[src/rtl/rwct_pkg.sv]
`timescale 1ns / 1ps
`default_nettype none
// ----------------------------------------------------------------------------
// rwct_pkg: shared definitions for the read/write conflict table
// Field widths, access kind and outcome codes, hash constant, table entry
// layout, probe cell result and controller state type.
// ----------------------------------------------------------------------------
package rwct_pkg;

	localparam int LOG_ENTRIES_DEF = 8;
	localparam int MAX_PROBES_DEF  = 4;

	localparam int TAG_W   = 32;
	localparam int KEY_W   = 64;
	localparam int TXN_W   = 16;
	localparam int KIND_W  = 2;
	localparam int OUTC_W  = 2;

	// golden-ratio multiplier, split in 32-bit halves
	localparam logic [TAG_W-1:0] HASH_MUL_HI = 32'h9E37_79B9;
	localparam logic [TAG_W-1:0] HASH_MUL_LO = 32'h7F4A_7C15;

	localparam logic [KIND_W-1:0] KIND_READ   = 2'd0;
	localparam logic [KIND_W-1:0] KIND_SHARED = 2'd1;
	localparam logic [KIND_W-1:0] KIND_WRITE  = 2'd2;

	localparam logic [OUTC_W-1:0] OUT_GRANTED  = 2'd0;
	localparam logic [OUTC_W-1:0] OUT_CONFLICT = 2'd1;
	localparam logic [OUTC_W-1:0] OUT_FULL     = 2'd2;

	typedef struct packed {
		logic              valid;
		logic [KEY_W-1:0]  loc;
		logic [TXN_W-1:0]  owner;
		logic [KIND_W-1:0] kind;
	} entry_t;

	// what a probe cell reports when it settles the lookup
	typedef struct packed {
		logic              fire;
		logic              hit;
		logic [TXN_W-1:0]  owner;
		logic [KIND_W-1:0] kind;
	} cell_res_t;

	typedef enum logic [2:0] {
		ST_CLEAR,
		ST_IDLE,
		ST_HASH,
		ST_PROBE,
		ST_DONE
	} st_t;

endpackage
`default_nettype wire

[src/rtl/rwct_hash.sv]
`timescale 1ns / 1ps
`default_nettype none
// ----------------------------------------------------------------------------
// rwct_hash: multiplicative home-slot hash
// Low 64 bits of key * golden constant from three 32x32 products on one
// shared multiplier; home slot is the top LOG_ENTRIES bits.
// ----------------------------------------------------------------------------
module rwct_hash
	import rwct_pkg::*;
#(
	parameter int LOG_ENTRIES = LOG_ENTRIES_DEF
) (
	input  wire logic                   clk,
	input  wire logic                   arst_n,
	input  wire logic                   start,
	input  wire logic [KEY_W-1:0]       key,
	output logic                        done,
	output logic [LOG_ENTRIES-1:0]      home
);

	logic              busy_q;
	logic [1:0]        step_q;
	logic              done_q;
	logic [1:0]        step_cur;
	logic [TAG_W-1:0]  op_a;
	logic [TAG_W-1:0]  op_b;
	logic [KEY_W-1:0]  prod_s1;
	logic [TAG_W-1:0]  acc_q;
	logic              run;

	assign run      = start | busy_q;
	assign step_cur = start ? 2'd0 : step_q;

	// step 0: lo*lo, step 1: hi*lo, step 2: lo*hi (only low halves of the cross terms)
	always_comb begin
		case (step_cur)
			2'd1: begin
				op_a = key[KEY_W-1:TAG_W];
				op_b = HASH_MUL_LO;
			end
			2'd2: begin
				op_a = key[TAG_W-1:0];
				op_b = HASH_MUL_HI;
			end
			default: begin
				op_a = key[TAG_W-1:0];
				op_b = HASH_MUL_LO;
			end
		endcase
	end

	always_ff @(posedge clk or negedge arst_n) begin
		if (!arst_n) begin
			busy_q <= 1'b0;
			step_q <= 2'd0;
			done_q <= 1'b0;
		end else begin
			done_q <= 1'b0;
			if (start) begin
				busy_q <= 1'b1;
				step_q <= 2'd1;
			end else if (busy_q) begin
				if (step_q == 2'd3) begin
					busy_q <= 1'b0;
					done_q <= 1'b1;
				end else begin
					step_q <= step_q + 2'd1;
				end
			end
		end
	end

	always_ff @(posedge clk) begin
		if (run) begin
			prod_s1 <= KEY_W'(op_a) * KEY_W'(op_b);
			case (step_cur)
				2'd0: acc_q <= acc_q;
				2'd1: acc_q <= prod_s1[KEY_W-1:TAG_W];
				default: acc_q <= acc_q + prod_s1[TAG_W-1:0];
			endcase
		end
	end

	assign done = done_q;
	assign home = acc_q[TAG_W-1 -: LOG_ENTRIES];

endmodule
`default_nettype wire

[config.mk]
export PLATFORM = sky130hd
export DESIGN_NAME = rwct_hash
export DESIGN_NICKNAME = d
export VERILOG_FILES = /design/src/rtl/rwct_pkg.sv /design/src/rtl/rwct_hash.sv
export SDC_FILE = /design/constraint.sdc
export NUM_CORES = 2
export LEC_CHECK = 0
export ABC_AREA = 1
export CAP_MARGIN = 20
export CORE_ASPECT_RATIO = 0.5
export CORE_MARGIN = 2
export CORE_UTILIZATION = 26
export CTS_BUF_LIST = sky130_fd_sc_hd__clkbuf_2
export DETAILED_ROUTE_END_ITERATION = 8
export DONT_BUFFER_PORTS = 1
export PLACE_DENSITY = 0.44
export REMOVE_ABC_BUFFERS = 1
export SETUP_SLACK_MARGIN = 0.1
export SLEW_MARGIN = 20
export SYNTH_ARGS = -nofsm -noshare
export SYNTH_HDL_FRONTEND = slang
export SYNTH_SLANG_ARGS = --single-unit
[constraint.sdc]
create_clock -name clk -period 8.7 [get_ports clk]
set_input_delay 1.305 -clock clk [delete_from_list [all_inputs] [get_ports clk]]
set_output_delay 1.305 -clock clk [all_outputs]
set_load 0.1 [all_outputs]
# Word-level counts from Yosys, hierarchy flattened
# Index checks and enable logic that the tools add are counted.
op_classes:
  n_addsub: 2
  n_mul: 1
  eq_ne: 4
  n_mux: 13
  bitwise_logic: 2
  reduce_logical: 4
ops:
  columns: ["op", "n"]
  rows:
  - ["32-bit by 32-bit multiplier with 64-bit output", 1]
  - ["32-bit two-way mux", 2]
  - ["32-bit case mux with 2 select lines", 1]
  - ["32-bit adder", 1]
  - ["2-bit two-way mux", 4]
  - ["1-bit two-way mux", 6]
  - ["2-bit == test, second input constant", 2]
  - ["2-bit AND reduction", 2]
  - ["2-bit by 1-bit adder with 2-bit output, second input constant", 1]
  - ["2-bit by 1-bit == test with 1-bit output, second input constant", 1]
  - ["2-bit logical NOT", 1]
  - ["2-bit != test, second input constant", 1]
  - ["2-bit nonzero test", 1]
  - ["1-bit NOT", 1]
  - ["1-bit OR", 1]
totals:
  ff_bits: 100
  in_bits: 67
  output_inout_bits: 9
  word_cells: 31

# Logic depth before layout (Yosys ltp)
logic_depth:
  depth_word: 4
  mapped_depth: 40
  depth_no_buf: 40

# Worst setup path after synthesis
# Ideal clock, no wire load.
synth_path:
  kind: "input-to-reg"
  start: "in start"
  end: "reg prod_s1[63] (data pin)"
  setup_time_ns: 0.252
  arrival_time_ns: 7.532
  t_required_ns: 8.448
  setup_slack_ns: 0.915
  stages: 27
  path_buffers: 2
  path_cell_list: "nor2_4 -> nand2_4 -> buf_6 -> buf_2 -> o21ai_2 -> inv_1 -> fa_1 -> fa_1 -> inv_1 -> fa_1 -> fa_1 -> inv_1 -> fa_1 -> fa_1 -> fa_1 -> inv_1 -> fa_1 -> inv_1 -> ha_1 -> nand2_1 -> nor2_1 -> and2_1 -> nand2_1 -> nor3_1 -> nand2_1 -> nand3_1 -> nand2_1"
synth_via:
  elab_chain_cells: 4
  elab_cells_between_ends: 6
  cone_classes: "mul (1); eq/ne (2); mux (3)"
synth_rtl:
  columns: ["item", "line_no", "text"]
  rows:
  - ["start, declared", "rwct_hash.sv:15", "input wire logic start,"]
  - ["2-bit two-way mux *", "rwct_hash.sv:32", "assign step_cur = start ? 2'd0 : step_q;"]
  - ["2-bit by 1-bit == test with 1-bit output or 2-bit == test (tied branches)", "rwct_hash.sv:36", "case (step_cur)"]
  - ["32-bit two-way mux", "rwct_hash.sv:36", null]
  - ["32-bit by 32-bit multiplier with 64-bit output *", "rwct_hash.sv:75", "prod_s1 <= KEY_W'(op_a) * KEY_W'(op_b);"]
  - ["end signal, assigned", "rwct_hash.sv:75", null]
  - ["end, declared", "rwct_hash.sv:27", "logic [KEY_W-1:0] prod_s1;"]
# Every way passes the cells marked *; elsewhere a longest branch is shown, timed or not.
# A chain may end at the register's enable or synchronous reset.

# Worst setup path after layout
layout_path:
  start: "in start"
  end: "reg prod_s1[33] (data pin)"
# The elaborated chain is that of the path after synthesis.

==> results.json <==
{
  "min_path_type": "in2async",
  "synth_top_family_by_area": "adder cells",
  "post_drt_wl_per_cell_um": 19.5,
  "synth_compound_area_share_pct": 4.03,
  "async_flop_share_pct": 4.00,
  "grt_max_degree": 65,
  "netlist-cell-type-count": 42,
  "critPathMaxStageDelay_ps": 580,
  "num_vias": 26900,
  "worst_pin_slew_ps": 988,
  "postCtsHoldBufs": 0,
  "status": "completed",
  "crit_arrival_ps": 8580,
  "grt_pass1_vias": 28000,
  "die_w_um": 513,
  "nNetsFinal": 5677,
  "area_growth_pct": 12.8,
  "utilization_pct": 29.5,
  "numCtsBuffers": 9,
  "crit_slowest_cell": "fa_1",
  "antenna_found_initial": 5,
  "critical_path_class": "in2reg",
  "fmax_mhz": 123,
  "clock-sinks": 100,
  "synth-adder-area-share_pct": 51.6,
  "setup_viol": 0,
  "synth_top_area_share_pct": 34.5,
  "drv_slew": 0,
  "place_congestion": 0.950,
  "drive_gt1_share_pct": 8.88,
  "place_area_um2": 37800,
  "timing.final.crit_share_pct": 93.2,
  "syn_inst": 4302,
  "worst_ep_required_time_ps": 9170,
  "grt_first_pass_wirelength_um": 182000,
  "synth.area.top_cells": "fa_1 (34%), ha_1 (17%), inv_1 (15%)",
  "path_max_fanout": 25,
  "cts_tree": "yes",
  "grt_overflow": 0,
  "finish.instance_area_um2": 37900,
  "end_kind": "flop",
  "firstDrtPassIters": 7,
  "clock-skew-final_ps": 84.0,
  "worstSetupStartpointType": "primary input",
  "syn_area_um2": 33600,
  "ys.flop_type": "edfxtp_1",
  "ys_warn_count": 0,
  "syn-mean-instance-area_um2": 7.82,
  "synth_xor_area_share_pct": 1.87,
  "clock_path_buffers": 2,
  "yosys-top-cells-count": "inv_1 (1312), nand2_1 (1033), fa_1 (579)",
  "cts_max_level": 3,
  "synth-simple-area-share_pct": 17.6,
  "io_buffer_count": 0,
  "cts_setup_buffers": 0,
  "fin_crit_ps": 8110,
  "yosysTopAreaCell": "fa_1",
  "hold_viol": 0,
  "dieArea_um2": 132000,
  "drt-total-wl_um": 122000,
  "hpwlAfterDp_um": 114000,
  "yosysMostFrequentCell": "inv_1",
  "ys_ff_latch": 100,
  "grt_use_total_pct": 18.6,
  "route.antenna.remaining_nets": 0,
  "maxCapViolCount": 0,
  "start_util_pct": 26.2,
  "rsz0062_at_grt": "false",
  "die_h_um": 258,
  "seqCellArea_um2": 2980,
  "slew_headroom_pct": 34.2,
  "multi_input_area_um2": 25400,
  "root_buffer": "clkbuf_2",
  "yosysSeqAreaShare_pct": 8.87,
  "initialDrtViolationCount": 1929,
  "core_um2": 129000,
  "insertion_delay_ps": 720,
  "nFillCells": 14000,
  "clk_pin_slew_ps": 290,
  "num_rows": 93,
  "synth.area.mux_share_pct": 0,
  "synth_edf_count": 96,
  "drc": 0,
  "ios": 76,
  "viasPerCell": 4.28
}
## critical path: cells and delay by family
| family | cells | cell delay, ps |
|---|---|---|
| buffers and inverters | 11 | 1130 |
| AO/OA/AOI/OAI | 2 | 360 |
| AND/OR/NAND/NOR | 8 | 1190 |
| XOR/XNOR | 2 | 430 |
| adder cells (fa/ha/maj) | 9 | 4130 |
## layout make-up
class                           count  share of cell area (%)
Sequential cell                   100                    7.86
Timing Repair Buffer              293                    5.93
Clock inverter                      7                   0.172
Inverter                         1334                    13.2
Antenna cell                        2                  0.0132
Clock buffer                        9                   0.119
Tap cell                         1710                    5.64
Multi-Input combinational cell   2831                    67.0
## per-stage QoR
stage	instances	TNS (ps)	setup WS, ps	hold slack [ps]
final	6286	0	590	276
after global routing	6285	0	159	177
after CTS	6284	0	330	164
after detailed placement	6268	-316	-308	499
after global placement	6268	-351	-313	497
after floorplan	4265	-177400	-3450	468
## final timing paths
kind                       startpoint          end  slack [ps]  cells after the start
max in group asynchronous      arst_n    step_q[0]        8360                      0
max                             start  prod_s1[33]         590                     32
min reg2reg                    busy_q         done         520                      2
min in group clk               busy_q         done         520                      2
max reg2reg                 step_q[0]  prod_s1[33]         600                     33
min                            arst_n         done         280                      0
## cell usage in the layout (no fill, tap or decap), drive strengths merged
cell type / instances
ha: 462
diode: 2
conb: 33
o21a: 6
nand3: 96
a21boi: 9
a21oi: 90
nand2: 1049
xnor2: 13
edfxtp: 96
buf: 293
xor2: 58
and3: 1
nand4: 22
o21bai: 25
a21o: 3
a31oi: 5
clkinv: 3
nor4: 2
inv: 1338
nand3b: 8
nor3: 24
nor2: 235
a211oi: 1
clkbuf: 9
or2: 26
o21ai: 81
fa: 579
dfrtp: 4
and2: 3
## per-layer routing
| metal | global-route usage [%] | share of wire [%] | wire (µm) |
|---|---|---|---|
| met1 | 28.0 | 50 | 61300 |
| met2 | 29.8 | 45 | 54600 |
| met3 | 1.41 | 4.3 | 5230 |
| met4 | 1.98 | 0.85 | 1040 |
| met5 | 0 | 0.0090 | 11 |
## flip-flops by register name (all words and copies together), names as in the netlist
register	count
busy_q	1
acc_q	32
step_q	2
done	1
prod_s1	64
## logic make-up (layout without fill, tap and decap cells)
logic type                 Yosys count  count (layout)
buffers and inverters             1402            1643
xor gates and xnor gates            71              71
other                                2              35
adders and majority gates         1041            1041
AOI/OAI and AO/OA                  220             220
and+or+nand+nor                   1466            1466
DFF                                100             100
## what timing repair did
item	in CTS	in global routing
gates resized for setup	0	2
endpoints found under the setup margin	0	1
endpoints found under the hold margin	0	0
Power is not shown: default switching activity piles up to over one toggle a cycle in this logic, so the estimate is an artifact.
