## src/rtl/rwct_pkg.sv

```systemverilog
`timescale 1ns / 1ps
`default_nettype none
// ----------------------------------------------------------------------------
// rwct_pkg: shared definitions for the read/write conflict table
// Field widths, access kind and outcome codes, hash constant, table entry
// layout, probe cell result and controller state type.
// ----------------------------------------------------------------------------
package rwct_pkg;

	localparam int LOG_ENTRIES_DEF = 8;
	localparam int MAX_PROBES_DEF  = 4;

	localparam int TAG_W   = 32;
	localparam int KEY_W   = 64;
	localparam int TXN_W   = 16;
	localparam int KIND_W  = 2;
	localparam int OUTC_W  = 2;

	// golden-ratio multiplier, split in 32-bit halves
	localparam logic [TAG_W-1:0] HASH_MUL_HI = 32'h9E37_79B9;
	localparam logic [TAG_W-1:0] HASH_MUL_LO = 32'h7F4A_7C15;

	localparam logic [KIND_W-1:0] KIND_READ   = 2'd0;
	localparam logic [KIND_W-1:0] KIND_SHARED = 2'd1;
	localparam logic [KIND_W-1:0] KIND_WRITE  = 2'd2;

	localparam logic [OUTC_W-1:0] OUT_GRANTED  = 2'd0;
	localparam logic [OUTC_W-1:0] OUT_CONFLICT = 2'd1;
	localparam logic [OUTC_W-1:0] OUT_FULL     = 2'd2;

	typedef struct packed {
		logic              valid;
		logic [KEY_W-1:0]  loc;
		logic [TXN_W-1:0]  owner;
		logic [KIND_W-1:0] kind;
	} entry_t;

	// what a probe cell reports when it settles the lookup
	typedef struct packed {
		logic              fire;
		logic              hit;
		logic [TXN_W-1:0]  owner;
		logic [KIND_W-1:0] kind;
	} cell_res_t;

	typedef enum logic [2:0] {
		ST_CLEAR,
		ST_IDLE,
		ST_HASH,
		ST_PROBE,
		ST_DONE
	} st_t;

endpackage
`default_nettype wire

```

## src/rtl/rwct_probe_cell.sv

```systemverilog
`timescale 1ns / 1ps
`default_nettype none
// ----------------------------------------------------------------------------
// rwct_probe_cell: one probe of the linear-probing lookup
// Holds the probe token for its slot, checks the entry read for it, and
// either settles the lookup or hands the next slot to its neighbor.
// ----------------------------------------------------------------------------
module rwct_probe_cell
	import rwct_pkg::*;
#(
	parameter int LOG_ENTRIES = LOG_ENTRIES_DEF
) (
	input  wire logic                   clk,
	input  wire logic                   arst_n,
	input  wire logic                   tok_act,
	input  wire logic [LOG_ENTRIES-1:0] tok_addr,
	input  wire logic [KEY_W-1:0]       key,
	input  wire entry_t                 rd_entry,
	output logic                        pass_act,
	output logic [LOG_ENTRIES-1:0]      pass_addr,
	output cell_res_t                   res,
	output logic [LOG_ENTRIES-1:0]      res_slot
);

	logic                   act_q;
	logic [LOG_ENTRIES-1:0] addr_q;
	logic                   miss;
	logic                   hit;

	always_ff @(posedge clk or negedge arst_n) begin
		if (!arst_n) begin
			act_q <= 1'b0;
		end else begin
			act_q <= tok_act;
		end
	end

	always_ff @(posedge clk) begin
		addr_q <= tok_addr;
	end

	// free slot ends the search; matching key is a hit
	assign miss = !rd_entry.valid;
	assign hit  = rd_entry.valid && (rd_entry.loc == key);

	assign pass_act  = act_q && !miss && !hit;
	assign pass_addr = addr_q + LOG_ENTRIES'(1);

	assign res.fire  = act_q && (miss || hit);
	assign res.hit   = hit;
	assign res.owner = rd_entry.owner;
	assign res.kind  = rd_entry.kind;
	assign res_slot  = addr_q;

endmodule
`default_nettype wire

```

## config.mk

```make
export PLATFORM = sky130hd
export DESIGN_NAME = rwct_probe_cell
export DESIGN_NICKNAME = d
export VERILOG_FILES = /design/src/rtl/rwct_pkg.sv /design/src/rtl/rwct_probe_cell.sv
export SDC_FILE = /design/constraint.sdc
export NUM_CORES = 1
export LEC_CHECK = 0
export BUFFER_PORTS_ARGS = -buffer_cell sky130_fd_sc_hd__buf_4
export CAP_MARGIN = 10
export CELL_PAD_IN_SITES_DETAIL_PLACEMENT = 1
export CELL_PAD_IN_SITES_GLOBAL_PLACEMENT = 1
export CORE_MARGIN = 8
export CORE_UTILIZATION = 14
export DETAILED_ROUTE_END_ITERATION = 12
export GPL_ROUTABILITY_DRIVEN = 0
export MAX_ROUTING_LAYER = met4
export PLACE_DENSITY = 0.75
export SLEW_MARGIN = 10
export SYNTH_ARGS = -nofsm -noshare
export SYNTH_HDL_FRONTEND = slang
export SYNTH_SLANG_ARGS = --single-unit
```

## constraint.sdc

```tcl
create_clock -name clk -period 2.25 [get_ports clk]
set_input_delay 0.5625 -clock clk [delete_from_list [all_inputs] [get_ports clk]]
set_output_delay 0.5625 -clock clk [all_outputs]
set_load 0.02 [all_outputs]
```

After elaboration in Yosys (flattened, before gate mapping):

Cells that the tools add are included.

* add/sub/neg operators: 1
* equality and inequality tests: 1
* reduce and logical (&&, ||, !) cells: 7

Operators with widths (count)
* 64-bit == test: 1
* 8-bit by 1-bit adder with 8-bit output, second input constant: 1
* 1-bit logical AND: 4
* 1-bit logical NOT: 2
* 1-bit logical OR: 1

* flip-flop bits (word level): 9
* logic and storage cells: 11

Depth between registers and ports, before layout:

Gate-level depths: netlist (run 1).

* depth in word-level cells: 4
* mapped depth: 6
* mapped depth without buffers: 5

Least setup slack after synthesis (run 1):

OpenSTA, ideal clock, no wires.

* path type: input-to-output
* start point: input port key[2]
* end point: output port res[18] in the netlist's numbering
* arrival: 1.703 ns
* data required time: 1.688 ns
* slack: -0.015 ns
* stages: 6
* cell sequence: xor2_1 -> nor4_1 -> nand4_1 -> nor4_2 -> and2_1 -> buf_4

* longest elaborated chain between the ends: 2

RTL lines
* start: declaration: RTL line rwct_probe_cell.sv:17 `input wire logic [KEY_W-1:0] key,`
* 64-bit == test: RTL line rwct_probe_cell.sv:44 `assign hit = rd_entry.valid && (rd_entry.loc == key);`
* 1-bit logical AND: RTL line rwct_probe_cell.sv:44
* end: declaration: RTL line rwct_probe_cell.sv:21 `output cell_res_t res,`

Every way passes these cells.

==> qor.yml, run 1 <==
dr_wl_met2_um: 3340
p_seq_share_pct: 23.7
cts_setup_buffers: 0
critPathArrivalTime_ns: 2.03
async_reset_ff_share_pct: 11.1
antenna_left: 0
setup_tns_ns: -0.947
core_mm2: 0.00809
area_growth_pct: 114
worstMarginPinSlew_ns: 0.260
finalSetupViolCount: 3
synth_edf_count: 0
p_sw_share_pct: 28.8
ys_top_cells_by_area: "xor2_1, dfxtp_1, buf_4"
cp_slowest_cell: "nor4_4"
grt-ovfl-total: 0
timing.fmax_ghz: 0.386
synth_compound_area_share_pct: 0.654
io_buffers: 158
critPathRequiredTime_ns: 1.69
synth_top_cell_by_area: "xor2_1"
ys_ff_latch: 9
firstDrtPassIters: 3
cts_buffer_depth: 2
wl_um: 5830
cts_tree: "built"
status: "finished, violations left"
synth_flop_cell: "dfxtp_1"
m1WireLength_um: 2000
grt_max_degree: 6
yosys-top-cells-count: "xor2_1, buf_4, nor4_1"
synthAdderAreaFrac_pct: 1.09
postSynthAreaPerCell_um2: 8.77
ys.warnings.count: 0
viasPerCell: 3.86
hold_buffers: 0
crit_path_cell_trace: "buf_4 > xor2_1 > nor4_2 > nand4_1 > nor4_4 > and2_1 > buf_6"
highest_layer: "met4"
crit_fanout: 3
p_sw_mw: 0.216
power.share.clock_pct: 24.5
power_mw: 0.751
period_minus_slack_ns: 2.59
rows: 33
cap_viol_max_count: 0
violations: "negative setup slack"
clk_pin_slew_ns: 0.05
wl_per_cell_um: 15.3
grt_pass1_wl_um: 8930
crit_type: "in -> out"
netlist_area_mm2: 0.00115
ir_drop_mv: 0.307
drt-initial-drc-count: 13
initial_utilization_pct: 14.2
power.internal_mw: 0.535
synthSimpleGateAreaFrac_pct: 15.7
htreeDepth: 1
grt_use_total_pct: 10.0
clock_sinks: 9
die_h_um: 107
synth_top_family_by_area: "XOR/XNOR gates"
drc: 0
synth.area.mux_share_pct: 0
critPathMaxStageDelay_ns: 0.35
io_pins: 195
cts_made_buffers: 3
cp.buffers_inverters: 2
synthXorXnorAreaFrac_pct: 53.4
rsz0062_at_grt: "true"
synth.distinct_cells: 17
dp_cells: 377
place_area_mm2: 0.00234
grt_pass1_vias: 1817
dieArea_mm2: 0.0114
final_cells: 381
start_kind: "input port"
critPathCaptureType: "primary output"
setup_slack_ns: -0.338
drive_gt1_share_pct: 62.0
num_vias: 1472
antenna_found_initial: 0
die_w_um: 107
nNetsFinal: 436
hold_viol: 0
crit_family: "simple AND/OR/NAND/NOR gates"
design_area_mm2: 0.00245
combPwrFrac_pct: 51.8
hold_class: "in -> async"
antennaDiodeCount: 0
min_period_over_period_pct: 115
slew_headroom_pct: 82.5
clock_tree.root_cell: "clkbuf_8"
synthCells: 131
slew_violations: 0
seq_area_frac_synth_pct: 16.1
syn_nets: 290
yosysTopAreaCellShare_pct: 51.1
yosysMostFrequentCell: "xor2_1"
met3_length_um: 462
hpwl_um: 5440
p_per_area_mw_per_mm2: 306
leakage_nw: 1.24
-- power by group through the flow --
stage	clock, mW	sequential, mW	combinational [mW]
2_1_floorplan	0	0.188	0.157
3_3_place_gp	0	0.180	0.372
3_5_place_dp	0	0.181	0.380
4_1_cts	0.189	0.178	0.390
5_1_grt	0.199	0.179	0.423
6_report	0.184	0.178	0.389
-- routing by layer --
layer	GRT usage (%)	vias to the layer above
met5	-	-
met4	2.01	0
met3	2.70	6
met2	19.7	82
met1	9.46	671
li1	-	713
-- registers in the layout, summed over array words and instances (netlist names) --
signal	count
act_q	1
res_slot	8
-- cell families (layout without fill, tap and decap cells) --
| logic type | count (synthesis) | after routing |
|---|---|---|
| buffers and inverters | 21 | 166 |
| DFF | 9 | 9 |
| xor gates and xnor gates | 70 | 70 |
| and+or+nand+nor | 29 | 29 |
| adders and majority gates | 1 | 1 |
| AOI/OAI and AO/OA | 1 | 1 |
-- cell type report --
class	instances	area (µm²)
inverter	2	7.51
sequential	9	185
fill	987	5640
clock buffer	4	45.0
tap	105	131
timing repair buffer	160	1220
multi-input combinational	101	866
-- cell usage in the layout (no fill, tap or decap), drive strengths merged --
cell,Yosys,routed
buf,19,160
xor2,67,67
nor4,17,17
dfxtp,8,8
nand4,4,4
clkbuf,0,4
nand3,3,3
xnor2,3,3
inv,2,2
nand2,1,1
nor2,1,1
and3,1,1
and2,1,1
nor3b,1,1
o21a,1,1
ha,1,1
dfrtp,1,1
-- what timing repair did --
item	CTS	global route
pin swaps	4	2
endpoints found under the setup margin	3	3
resized for setup	9	4
-- final timing paths --
| check | start | to | slack (ns) | cells after the start |
|---|---|---|---|---|
| worst max-delay path | key[40] | res[18] | -0.34 | 7 |
| worst min-delay path | arst_n | act_q | 0.10 | 1 |
| max in group asynchronous | arst_n | act_q | 2.06 | 1 |
| min in group clk | tok_addr[1] | res_slot[1] | 0.43 | 1 |
-- per-stage QoR --
stage,hold WS (ns),setup WS (ns),util [%]
after floorplan,0.267,-0.0151,-
after global placement,0.345,-0.542,28.9
after detailed placement,0.344,-0.550,28.9
after CTS,0.102,-0.387,30.0
after global routing,0.0956,-0.415,30.3
final,0.103,-0.338,30.3
Power figures use the tool's default switching activity.
==> inputs of run 2 (changes only) <==
--- a/config.mk
+++ b/config.mk
@@ -10,11 +10,10 @@
 export CELL_PAD_IN_SITES_DETAIL_PLACEMENT = 1
 export CELL_PAD_IN_SITES_GLOBAL_PLACEMENT = 1
 export CORE_MARGIN = 8
-export CORE_UTILIZATION = 14
+export CORE_UTILIZATION = 16
 export DETAILED_ROUTE_END_ITERATION = 12
 export GPL_ROUTABILITY_DRIVEN = 0
-export MAX_ROUTING_LAYER = met4
-export PLACE_DENSITY = 0.75
+export PLACE_DENSITY = 0.81
 export SLEW_MARGIN = 10
 export SYNTH_ARGS = -nofsm -noshare
 export SYNTH_HDL_FRONTEND = slang
==> constraint.sdc (replaced) <==
create_clock -name clk -period 2.6 [get_ports clk]
set_input_delay 0.65 -clock clk [delete_from_list [all_inputs] [get_ports clk]]
set_output_delay 0.65 -clock clk [all_outputs]
set_load 0.02 [all_outputs]
==> run 2 against run 1 <==
Against the previous run:
- count of clock-buffer cells in the layout did not move
- first-iteration DRC count fell by 46%
- worst setup slack improved by 0.19 ns
- combinational power fell by 14%
- critical path type unchanged
- worst hold slack improved by 0.089 ns
- sequential power fell by 13%
- largest cell class unchanged
- via count fell by 1.4%
- clock power fell by 14%
- the flow still finishes with violations (negative setup slack)
- routed wire length fell by 4.2%
- critical path depth did not move
==> qor.yml, run 2 (same netlist as run 1, synthesis figures left out) <==
min_period_over_period_pct: 105
final_cell_mix: "buf_4, xor2_1, nor4_1"
largest_reg_flops: 8  # unchanged
p_per_area_mw_per_mm2: 264  # -14%
violations: "negative setup slack"
num_vias: 1451  # -1.4%
antenna_found_initial: 0  # unchanged
clk_pin_slew_ns: 0.04  # about the same
drc: 0  # unchanged
grt_max_degree: 6  # unchanged
wl_um: 5590  # -4.2%
hpwl_um: 5330  # -2.1%
viasPerCell: 3.89  # +0.69%
cts_made_buffers: 3  # unchanged
crit_fanout: 3  # unchanged
setup_slack_ns: -0.143  # +0.195 ns
setup_tns_ns: -0.377  # +0.570 ns
drive_gt1_share_pct: 62.4  # +0.45 points
area_growth_pct: 113
status: "finished, violations left"
antenna_left: 0  # unchanged
die_h_um: 101  # -5.5%
grt_pass1_wl_um: 8220  # -7.9%
grt-ovfl-total: 0  # unchanged
critPathArrivalTime_ns: 2.09  # +0.06 ns
cap_viol_max_count: 0  # unchanged
io_buffers: 158  # unchanged
critPathCaptureType: "primary output"
rows: 31  # -6.1%
cts_buffer_depth: 2  # unchanged
rsz0062_at_grt: "true"
ir_drop_mv: 0.256  # -16%
worstMarginPinSlew_ns: 0.309  # +0.0486 ns
dieArea_mm2: 0.0101  # -11%
grt_pass1_vias: 1809  # -0.44%
nNetsFinal: 434  # -0.46%
period_minus_slack_ns: 2.74
grt_use_total_pct: 10.3  # +0.24 points
post-route-util_pct: 34.5  # +4.1 points
wl_per_cell_um: 15.0  # -2.1%
firstDrtPassIters: 3  # unchanged
drt-initial-drc-count: 7  # -6
cts_tree: "built"
post-place-ws_ns: -0.264  # +0.287 ns
crit_type: "in -> out"
slew_violations: 0  # unchanged
hold_class: "in -> async"
io_pins: 195  # unchanged
final_common_cell: "buf_4"
crit_path_start: "rd_entry[61]"
hold_viol: 0  # unchanged
critPathRequiredTime_ns: 1.95  # +0.26 ns
timing.fmax_ghz: 0.365
die_w_um: 101  # -5.5%
fillers: 862  # -13%
leakage_nw: 1.23  # -0.49%
clock_tree.root_cell: "clkbuf_8"
clock_sinks: 9  # unchanged
core_mm2: 0.00710  # -12%
finalSetupViolCount: 3  # unchanged
htreeDepth: 1  # unchanged
slew_headroom_pct: 79.2  # -3.3 points
antennaDiodeCount: 0  # unchanged
start_kind: "input port"
initial_utilization_pct: 16.2  # +2.0 points
-- run 2: cell count changes in the layout (fill, tap and decap cells not counted) --
cell | previous run | this run
and2_4 | 0 | 1
buf_6 | 5 | 6
buf_4 | 155 | 152
xor2_2 | 0 | 2
nor4_1 | 9 | 10
xor2_1 | 67 | 65
and2_1 | 1 | 0
nor4_2 | 7 | 6
-- run 2: final timing paths --
check                         endpoint  cells past startpoint
worst max-delay path           res[18]                      7
worst min-delay path             act_q                      1
max in group asynchronous        act_q                      1
min in group clk           res_slot[1]                      1
-- run 2: timing repair --
action,4_1_cts,5_1_grt
pin swaps,11,8
setup endpoints to repair,3,3
hold buffers,0,0
buffers inserted,0,0
resized for setup,9,7
-- run 2: critical path, cell delays in order --
cell,delay [ns]
buf_6,0.09
xor2_2,0.16
nor4_2,0.29
nand4_1,0.21
nor4_4,0.38
and2_4,0.20
buf_6,0.11
-- run 2: final cells by class --
class,instances,area (µm²),share of cell area [%]
Multi-Input combinational cell,101,877,35.8
Inverter,2,7.51,0.307
Timing Repair Buffer,158,1210,49.4
Tap cell,99,124,5.06
Clock buffer,4,45.0,1.84
Sequential cell,9,185,7.57
-- run 2: report_power, final --
group	switching, mW	internal [mW]	total (mW)	leakage, nW
Combinational	0.126	0.209	0.336	1.13
Sequential	0.00712	0.146	0.154	0.0792
Clock	0.0516	0.107	0.158	0.0228
-- run 2: per-stage QoR --
stage	cell area [µm²]	hold slack [ns]	instances	total power, mW
finish	2450	0.192	373	0.647
global route	2450	0.185	373	0.689
CTS	2410	0.188	373	0.653
detailed placement	2320	0.434	369	0.482
global placement	2320	0.434	369	0.472
floorplan	1150	0.354	131	0.299
-- run 2: metal layers --
metal  vias up  GRT usage (%)  wire length, µm
met5         -              0                0
met4         0           2.21               16
met3         4           5.39              758
met2        85           21.4             3270
met1       658           7.83             1550
li1        704              -                -
